**src/hdl/qabm_pkg.sv**
```systemverilog
// ---------------------------------------------------------------------------
// qabm_pkg
// Shared types, delimiter codes and lookup functions for the quote-aware
// bracket matcher.
// ---------------------------------------------------------------------------
`default_nettype none

package qabm_pkg;

    // default stack depth
    localparam int STACK_DEPTH_DEF = 64;

    // stack entry width
    localparam int CODE_W = 4;

    // delimiter codes, zero means not a delimiter
    localparam logic [CODE_W-1:0] D_NONE  = 4'd0;
    localparam logic [CODE_W-1:0] D_PAR_O = 4'd1;
    localparam logic [CODE_W-1:0] D_PAR_C = 4'd2;
    localparam logic [CODE_W-1:0] D_SQB_O = 4'd3;
    localparam logic [CODE_W-1:0] D_SQB_C = 4'd4;
    localparam logic [CODE_W-1:0] D_CUR_O = 4'd5;
    localparam logic [CODE_W-1:0] D_CUR_C = 4'd6;
    localparam logic [CODE_W-1:0] D_SQUOT = 4'd7;
    localparam logic [CODE_W-1:0] D_DQUOT = 4'd8;
    localparam logic [CODE_W-1:0] D_BTICK = 4'd9;

    // ASCII characters of interest
    localparam logic [7:0] CH_LPAREN = 8'h28;
    localparam logic [7:0] CH_RPAREN = 8'h29;
    localparam logic [7:0] CH_LSQB   = 8'h5B;
    localparam logic [7:0] CH_RSQB   = 8'h5D;
    localparam logic [7:0] CH_LCUR   = 8'h7B;
    localparam logic [7:0] CH_RCUR   = 8'h7D;
    localparam logic [7:0] CH_SQUOT  = 8'h27;
    localparam logic [7:0] CH_DQUOT  = 8'h22;
    localparam logic [7:0] CH_BTICK  = 8'h60;
    localparam logic [7:0] CH_BSLASH = 8'h5C;

    // one request on the byte channel
    typedef struct packed {
        logic [7:0] char_in;
        logic       end_of_line;
    } qabm_in_t;

    // one request on the result channel
    typedef struct packed {
        logic [7:0] missing_delim;
        logic       stack_overflow;
    } qabm_out_t;

    // bracket or backtick code of a byte seen outside quotes
    function automatic logic [CODE_W-1:0] bracket_code(input logic [7:0] ch);
        logic [CODE_W-1:0] code;
        case (ch)
            CH_BTICK:  code = D_BTICK;
            CH_LSQB:   code = D_SQB_O;
            CH_RSQB:   code = D_SQB_C;
            CH_LCUR:   code = D_CUR_O;
            CH_RCUR:   code = D_CUR_C;
            CH_LPAREN: code = D_PAR_O;
            CH_RPAREN: code = D_PAR_C;
            default:   code = D_NONE;
        endcase
        return code;
    endfunction

    // opener that a code closes, D_NONE if it closes nothing
    function automatic logic [CODE_W-1:0] closes(input logic [CODE_W-1:0] code);
        logic [CODE_W-1:0] want;
        case (code)
            D_PAR_C: want = D_PAR_O;
            D_SQB_C: want = D_SQB_O;
            D_CUR_C: want = D_CUR_O;
            D_SQUOT: want = D_SQUOT;
            D_DQUOT: want = D_DQUOT;
            D_BTICK: want = D_BTICK;
            default: want = D_NONE;
        endcase
        return want;
    endfunction

    // ASCII character of a stack code
    function automatic logic [7:0] code_to_ascii(input logic [CODE_W-1:0] code);
        logic [7:0] ch;
        case (code)
            D_PAR_O: ch = CH_LPAREN;
            D_PAR_C: ch = CH_RPAREN;
            D_SQB_O: ch = CH_LSQB;
            D_SQB_C: ch = CH_RSQB;
            D_CUR_O: ch = CH_LCUR;
            D_CUR_C: ch = CH_RCUR;
            D_SQUOT: ch = CH_SQUOT;
            D_DQUOT: ch = CH_DQUOT;
            D_BTICK: ch = CH_BTICK;
            default: ch = 8'h00;
        endcase
        return ch;
    endfunction

endpackage

`default_nettype wire

```
**src/hdl/qabm_ram.sv**
```systemverilog
// ---------------------------------------------------------------------------
// qabm_ram
// Simple dual-port RAM: one write port, one read port, registered read data.
// ---------------------------------------------------------------------------
`default_nettype none

module qabm_ram #(
    parameter int WIDTH = 4,
    parameter int DEPTH = 64
) (
    input  wire logic                     clk,
    input  wire logic                     wr_en,
    input  wire logic [$clog2(DEPTH)-1:0] wr_addr,
    input  wire logic [WIDTH-1:0]         wr_data,
    input  wire logic [$clog2(DEPTH)-1:0] rd_addr,
    output logic      [WIDTH-1:0]         rd_data
);

    logic [WIDTH-1:0] mem [DEPTH];

    // write port
    always_ff @(posedge clk)
    begin
        if (wr_en)
        begin
            mem[wr_addr] <= wr_data;
        end
    end

    // registered read, old data on a same-address write
    always_ff @(posedge clk)
    begin
        rd_data <= mem[rd_addr];
    end

endmodule

`default_nettype wire

```
**src/hdl/quote_aware_bracket_matcher.sv**
```systemverilog
// ---------------------------------------------------------------------------
// quote_aware_bracket_matcher
// Checks brackets, quotes and backticks of a command line, one byte per
// request, and reports the unmatched top delimiter at the end of each line.
// ---------------------------------------------------------------------------
//
//  channel   handshake            payload     carries
//  src       src_valid/src_stall  src_data    one byte plus end-of-line mark
//  res       res_valid/res_stall  res_data    missing delimiter, overflow flag
//
//  One byte is taken every cycle unless src_stall is high; the delimiter
//  stack sits in a RAM with one write and one registered read port, a
//  bypass covers a read of the entry written in the cycle before.
//  After the last byte of its line, a result passes the stack read stage
//  and then the two-entry output queue.
//  src_stall rises only while two results are queued or in flight and the
//  result side stalls.
//  Reset clears all control state at once; the stack RAM needs no clearing.
// ---------------------------------------------------------------------------
`default_nettype none

module quote_aware_bracket_matcher
    import qabm_pkg::*;
#(
    parameter int STACK_DEPTH = STACK_DEPTH_DEF
) (
    input  wire logic      clk,
    input  wire logic      rst_n,
    input  wire logic      src_valid,
    output logic           src_stall,
    input  wire qabm_in_t  src_data,
    output logic           res_valid,
    input  wire logic      res_stall,
    output qabm_out_t      res_data
);

    localparam int ADDR_W  = $clog2(STACK_DEPTH);
    localparam int DEPTH_W = $clog2(STACK_DEPTH + 1);

    // line state
    logic [DEPTH_W-1:0] depth_reg, depth_next;
    logic               dq_reg, dq_next;
    logic               sq_reg, sq_next;
    logic               bs_reg, bs_next;
    logic               ovf_reg, ovf_next;

    // stack top bypass
    logic               byp_sel_reg, byp_sel_next;
    logic [CODE_W-1:0]  byp_data_reg, byp_data_next;

    // end-of-line stage
    logic               fin_valid_reg, fin_valid_next;
    logic               fin_full_reg, fin_full_next;
    logic               fin_ovf_reg, fin_ovf_next;

    // output queue
    qabm_out_t          q0_reg, q0_next;
    qabm_out_t          q1_reg, q1_next;
    logic [1:0]         cnt_reg, cnt_next;

    // datapath
    logic               src_fire;
    logic               res_fire;
    logic               escaped;
    logic [CODE_W-1:0]  code;
    logic [CODE_W-1:0]  want;
    logic [CODE_W-1:0]  top;
    logic               do_pop;
    logic               do_push;
    logic               do_drop;
    logic [DEPTH_W-1:0] depth_after;
    logic [DEPTH_W-1:0] depth_m1;
    logic               ovf_after;
    logic [ADDR_W-1:0]  wr_addr;
    logic [ADDR_W-1:0]  rd_addr;
    logic [CODE_W-1:0]  rd_data;
    qabm_out_t          fin_res;

    assign src_fire = src_valid && !src_stall;
    assign res_fire = res_valid && !res_stall;

    // room for a result from every byte in flight, unless one leaves now
    assign src_stall = res_stall
                       && ((cnt_reg == 2'd2) || ((cnt_reg == 2'd1) && fin_valid_reg));

    // stack top from RAM or from last cycle's write
    assign top = byp_sel_reg ? byp_data_reg : rd_data;

    // byte decode
    always_comb
    begin
        escaped = bs_reg;
        code    = D_NONE;
        dq_next = dq_reg;
        sq_next = sq_reg;
        bs_next = bs_reg;
        if (src_fire)
        begin
            bs_next = (src_data.char_in == CH_BSLASH) ? !bs_reg : 1'b0;
            if (!escaped)
            begin
                if (src_data.char_in == CH_DQUOT && !sq_reg)
                begin
                    code    = D_DQUOT;
                    dq_next = !dq_reg;
                end
                else if (src_data.char_in == CH_SQUOT && !dq_reg)
                begin
                    code    = D_SQUOT;
                    sq_next = !sq_reg;
                end
                else if (!dq_reg && !sq_reg)
                begin
                    code = bracket_code(src_data.char_in);
                end
            end
            if (src_data.end_of_line)
            begin
                dq_next = 1'b0;
                sq_next = 1'b0;
                bs_next = 1'b0;
            end
        end
    end

    // stack update
    always_comb
    begin
        want    = closes(code);
        do_pop  = (code != D_NONE) && (depth_reg != '0) && (want != D_NONE)
                  && (top == want);
        do_drop = (code != D_NONE) && !do_pop
                  && (depth_reg == DEPTH_W'(STACK_DEPTH));
        do_push = (code != D_NONE) && !do_pop && !do_drop;
        depth_after = depth_reg;
        if (do_pop)
        begin
            depth_after = depth_reg - DEPTH_W'(1);
        end
        else if (do_push)
        begin
            depth_after = depth_reg + DEPTH_W'(1);
        end
        ovf_after  = ovf_reg || do_drop;
        depth_m1   = depth_after - DEPTH_W'(1);
        wr_addr    = depth_reg[ADDR_W-1:0];
        rd_addr    = depth_m1[ADDR_W-1:0];
        depth_next = (src_fire && src_data.end_of_line) ? '0 : depth_after;
        ovf_next   = (src_fire && src_data.end_of_line) ? 1'b0 : ovf_after;
        byp_sel_next  = do_push && (wr_addr == rd_addr);
        byp_data_next = code;
    end

    // hand the line's end to the read stage
    always_comb
    begin
        fin_valid_next = src_fire && src_data.end_of_line;
        fin_full_next  = depth_after != '0;
        fin_ovf_next   = ovf_after;
    end

    // result from the stack top, read in the cycle after the line's end
    always_comb
    begin
        fin_res.missing_delim  = fin_full_reg ? code_to_ascii(top) : 8'h00;
        fin_res.stack_overflow = fin_ovf_reg;
    end

    // two-entry output queue
    always_comb
    begin
        q0_next  = q0_reg;
        q1_next  = q1_reg;
        cnt_next = cnt_reg;
        case ({fin_valid_reg, res_fire})
            2'b10:
            begin
                if (cnt_reg == 2'd0)
                begin
                    q0_next = fin_res;
                end
                else
                begin
                    q1_next = fin_res;
                end
                cnt_next = cnt_reg + 2'd1;
            end
            2'b01:
            begin
                q0_next  = q1_reg;
                cnt_next = cnt_reg - 2'd1;
            end
            2'b11:
            begin
                if (cnt_reg == 2'd1)
                begin
                    q0_next = fin_res;
                end
                else
                begin
                    q0_next = q1_reg;
                    q1_next = fin_res;
                end
            end
            default:
            begin
                cnt_next = cnt_reg;
            end
        endcase
    end

    assign res_valid = cnt_reg != 2'd0;
    assign res_data  = q0_reg;

    // delimiter stack
    qabm_ram #(
        .WIDTH (CODE_W),
        .DEPTH (STACK_DEPTH)
    ) u_stack (
        .clk     (clk),
        .wr_en   (do_push),
        .wr_addr (wr_addr),
        .wr_data (code),
        .rd_addr (rd_addr),
        .rd_data (rd_data)
    );

    // control registers
    always_ff @(posedge clk or negedge rst_n)
    begin
        if (!rst_n)
        begin
            depth_reg     <= '0;
            dq_reg        <= 1'b0;
            sq_reg        <= 1'b0;
            bs_reg        <= 1'b0;
            ovf_reg       <= 1'b0;
            byp_sel_reg   <= 1'b0;
            fin_valid_reg <= 1'b0;
            cnt_reg       <= 2'd0;
        end
        else
        begin
            depth_reg     <= depth_next;
            dq_reg        <= dq_next;
            sq_reg        <= sq_next;
            bs_reg        <= bs_next;
            ovf_reg       <= ovf_next;
            byp_sel_reg   <= byp_sel_next;
            fin_valid_reg <= fin_valid_next;
            cnt_reg       <= cnt_next;
        end
    end

    // payload registers
    always_ff @(posedge clk)
    begin
        byp_data_reg <= byp_data_next;
        fin_full_reg <= fin_full_next;
        fin_ovf_reg  <= fin_ovf_next;
        q0_reg       <= q0_next;
        q1_reg       <= q1_next;
    end

    // stack never grows past its size
    a_depth_range: assert property (@(posedge clk) disable iff (!rst_n)
        depth_reg <= DEPTH_W'(STACK_DEPTH))
        else $error("stack depth beyond its size");

    // end of line clears the line state
    a_line_clear: assert property (@(posedge clk) disable iff (!rst_n)
        (src_fire && src_data.end_of_line) |=>
            (depth_reg == '0) && !ovf_reg && !dq_reg && !sq_reg && !bs_reg
            && fin_valid_reg)
        else $error("line state not cleared after last byte");

    // queue never overruns
    a_no_overrun: assert property (@(posedge clk) disable iff (!rst_n)
        !((cnt_reg == 2'd2) && fin_valid_reg))
        else $error("result arrived at a full queue");

    // a dropped push only happens on a full stack and is remembered
    a_drop_flag: assert property (@(posedge clk) disable iff (!rst_n)
        (do_drop && !src_data.end_of_line) |=> ovf_reg)
        else $error("dropped push not flagged");

endmodule

`default_nettype wire
```
**config.mk**
```make
export PLATFORM = sky130hd
export DESIGN_NAME = quote_aware_bracket_matcher
export DESIGN_NICKNAME = d
export VERILOG_FILES = /design/src/hdl/qabm_pkg.sv /design/src/hdl/qabm_ram.sv /design/src/hdl/quote_aware_bracket_matcher.sv
export SDC_FILE = /design/constraint.sdc
export NUM_CORES = 1
export LEC_CHECK = 0
export ABC_AREA = 1
export BUFFER_PORTS_ARGS = -buffer_cell sky130_fd_sc_hd__buf_2
export CAP_MARGIN = 20
export CORE_MARGIN = 3
export CORE_UTILIZATION = 50
export CTS_CLUSTER_DIAMETER = 60
export CTS_CLUSTER_SIZE = 40
export DETAILED_ROUTE_END_ITERATION = 8
export GPL_ROUTABILITY_DRIVEN = 0
export GPL_TIMING_DRIVEN = 1
export PLACE_DENSITY_LB_ADDON = 0.05
export SKIP_LAST_GASP = 1
export SYNTH_ARGS = -nofsm -noshare
export SYNTH_HDL_FRONTEND = slang
export SYNTH_SLANG_ARGS = --single-unit
```
**constraint.sdc**
```tcl
create_clock -name clk -period 6.4 [get_ports clk]
set_input_delay 0.64 -clock clk [delete_from_list [all_inputs] [get_ports clk]]
set_output_delay 0.64 -clock clk [all_outputs]
set_load 0.01 [all_outputs]
```
==> flow_summary.ini <==
[sta]
fin_hold_ws_ns = 0.01738
fin_crit_ns = 5.320
timing_hold_violations_final = 0
max_slew.worst_pin.slew_ns = 0.9903
timing.slew.headroom = 0.3374
totalNegativeSetupSlack_ns = 0
final.setup_skew_ns = 0.01788
setup_slack_after_layout_ns = 1.080
post-route-period-util = 0.8312
setup-violations-final = 0
report.final.slew_viol_count = 0
rsz0062_at_grt = no
max_clock_freq_mhz = 188.0

[global_routing]
grt_pass1_wl_um = 55840
gr-usage-all-layers = 0.2304
grt_max_degree = 76
first_global_vias = 10040
antenna_found_initial = 1
grt_overflow = 0

[logic_synthesis]
ys_seq_area_frac = 0.5953
synth_seq_cells = 297
ys.warnings.count = 0
mappedNetlistArea_sq_mm = 0.01469
synth_top_area_frac = 0.5561
yosys.area.top_type = sky130_fd_sc_hd__edfxtp_1
synthesis.instances = 1566
synth_nets = 1595
syn_avg_cell_area_sq_um = 9.379
synth.top_cells.by_area = sky130_fd_sc_hd__edfxtp_1 56%, sky130_fd_sc_hd__nand3_1 9.7%, sky130_fd_sc_hd__nand2_1 9.0%
yosysUniqueCellTypes = 50

[power]
ir_worst_vdd_mv = 0.2830
power_per_cell_area_mw_per_mm2 = 291.6
power.leakage_uw = 0.006889

[clock_network]
clkTransAtPathRegs_ns = 0.09
cts_sinks = 297
post-cts-setup-buffer-count = 0
tritoncts = built
cts_hold_buf = 0
htree_num_levels = 1
clk-insertion-delay-late_ns = 0.56
clk_path_buf_depth = 3
root_buffer = sky130_fd_sc_hd__clkbuf_16
post_cts_resized = 0
cts_inserted_buffers = 26

[cells_and_area]
final_cell_mix = 354 x sky130_fd_sc_hd__nand2_1, 285 x sky130_fd_sc_hd__nand3_1, 282 x sky130_fd_sc_hd__inv_1, 272 x sky130_fd_sc_hd__edfxtp_1, 109 x sky130_fd_sc_hd__nor2_1
design.final.nets = 1608
layout.core_utilization = 0.5564
layout.cells.most_common = sky130_fd_sc_hd__nand2_1
largest_register_ff_count = 256
drive_above_1_share = 0.09944
synthToLayoutAreaGrowth_pct = 9.311

[critical_path]
crit_path_max_incr_delay_ns = 0.52
critPathSlowestCell = sky130_fd_sc_hd__nand2_1
required_ns = 6.91
crit_fanout = 33
reg2reg_from = cnt_reg[0]
end_kind = flop
crit_path_frequent_cell = sky130_fd_sc_hd__nand2_1
crit_path_start_kind = flop
critPathArrivalTime_ns = 5.83
startpoint = cnt_reg[0]
setup.worst_path.class = flop to flop

[placement]
place_worst_setup_slack_ns = 0.9961
dpl.hpwl_um = 23220
numPortBuffers = 22

[routing]
detail_route.wl_per_cell_um = 18.13
drt-met1-wl_um = 16140
dr_wl_met2_um = 16700
avgViaCountPerCell = 5.307
number_of_remaining_drc_errors = 0
maxUsedRoutingLayer = met4
dr_wl_met3_um = 2232
detailedRoute.firstPassIterationCount = 5
postRouteAntennaNets = 0
first_iter_violations = 1008
wl_um = 35970
dr_total_vias = 10529

[floorplan]
die_w_um = 177.4
dieHeight_um = 177.4
placeable_area_sq_mm = 0.02886
io_pins = 24
die-area_sq_mm = 0.03147
placement_rows = 62
floorplan.initialDensity = 0.5090

[outcome]
status = complete, no violations

[min_path]
hold_class = input pin to asynchronous set/reset pin

[job]
drv_cap = 0
[synth_stat cells (all sizes together)]
cell,count
a21boi,1
a21oi,10
a22oi,1
buf,40
clkbuf,17
clkinv,2
conb,1
dfrtp,15
dfxtp,10
edfxtp,272
ha,16
inv,296
nand2,373
nand3,292
nand3b,20
nand4,12
nor2,124
nor3,15
nor4,2
o211ai,4
o21ai,28
o22ai,2
o31ai,2
or2,3
xnor2,4
xor2,4
[power by group]
part / total, uW / switching (uW) / internal (uW) / leakage [uW]
Clock: 1710 / 852 / 861 / 0.000462
Combinational: 794 / 558 / 236 / 0.00338
Sequential: 2170 / 24.9 / 2150 / 0.00304
Total: 4680 / 1440 / 3250 / 0.00689
[logic make-up (layout without fill, tap and decap cells)]
family	count (synthesis)	count (layout)	synth area share
buffers and inverters	355	388	0.1012
and+or+nand+nor	841	841	0.2619
adders and majority gates	16	16	0.01363
AOI/OAI and AO/OA	48	48	0.02070
other	1	2	0.0002553
DFF	297	297	0.5953
xor gates and xnor gates	8	8	0.007072
[metrics by stage]
step / instance area [sq um] / total power (uW) / std cells
6_report: 16060 / 4682 / 1984
5_1_grt: 16050 / 4887 / 1983
4_1_cts: 16050 / 4719 / 1982
3_5_place_dp: 15090 / 3014 / 1934
3_3_place_gp: 15090 / 3011 / 1934
2_1_floorplan: 14690 / 2773 / 1566
[worst paths after layout]
kind	depth (start not counted)	slack, ns	endpoint
max	29	1.08	u_stack.rd_data[2]
min	1	0.02	bs_reg
max reg2reg	29	1.08	u_stack.rd_data[2]
min reg2reg	2	0.46	fin_ovf_reg
max in group asynchronous	1	6.07	depth_reg[4]
min in group clk	4	0.44	bs_reg
[worst max-delay path: cells and delay by family (launching register included)]
family                   cells  cell delay (ns)
buffers and inverters        5             0.69
AND/OR/NAND/NOR             21             3.58
flip-flops                   1             0.39
AO/OA/AOI/OAI                1             0.12
adder cells (fa/ha/maj)      2             0.48
[final cells by class]
class	instances	area, sq um
fillers	2618	12800
flip-flops and latches	297	8743
multi-input cells	914	4478
inverters	298	1126
clock buffers	26	650.6
well taps	384	480.5
clock inverters	22	304.0
repair buffers	42	270.3
diodes	1	2.502
[metal layers]
layer	vias to the layer above	track usage
met5	-	0
met4	0	0.06774
met3	62	0.03166
met2	308	0.3728
met1	5036	0.3267
li1	5123	-
Note: power is estimated with default switching activity, not from simulation.
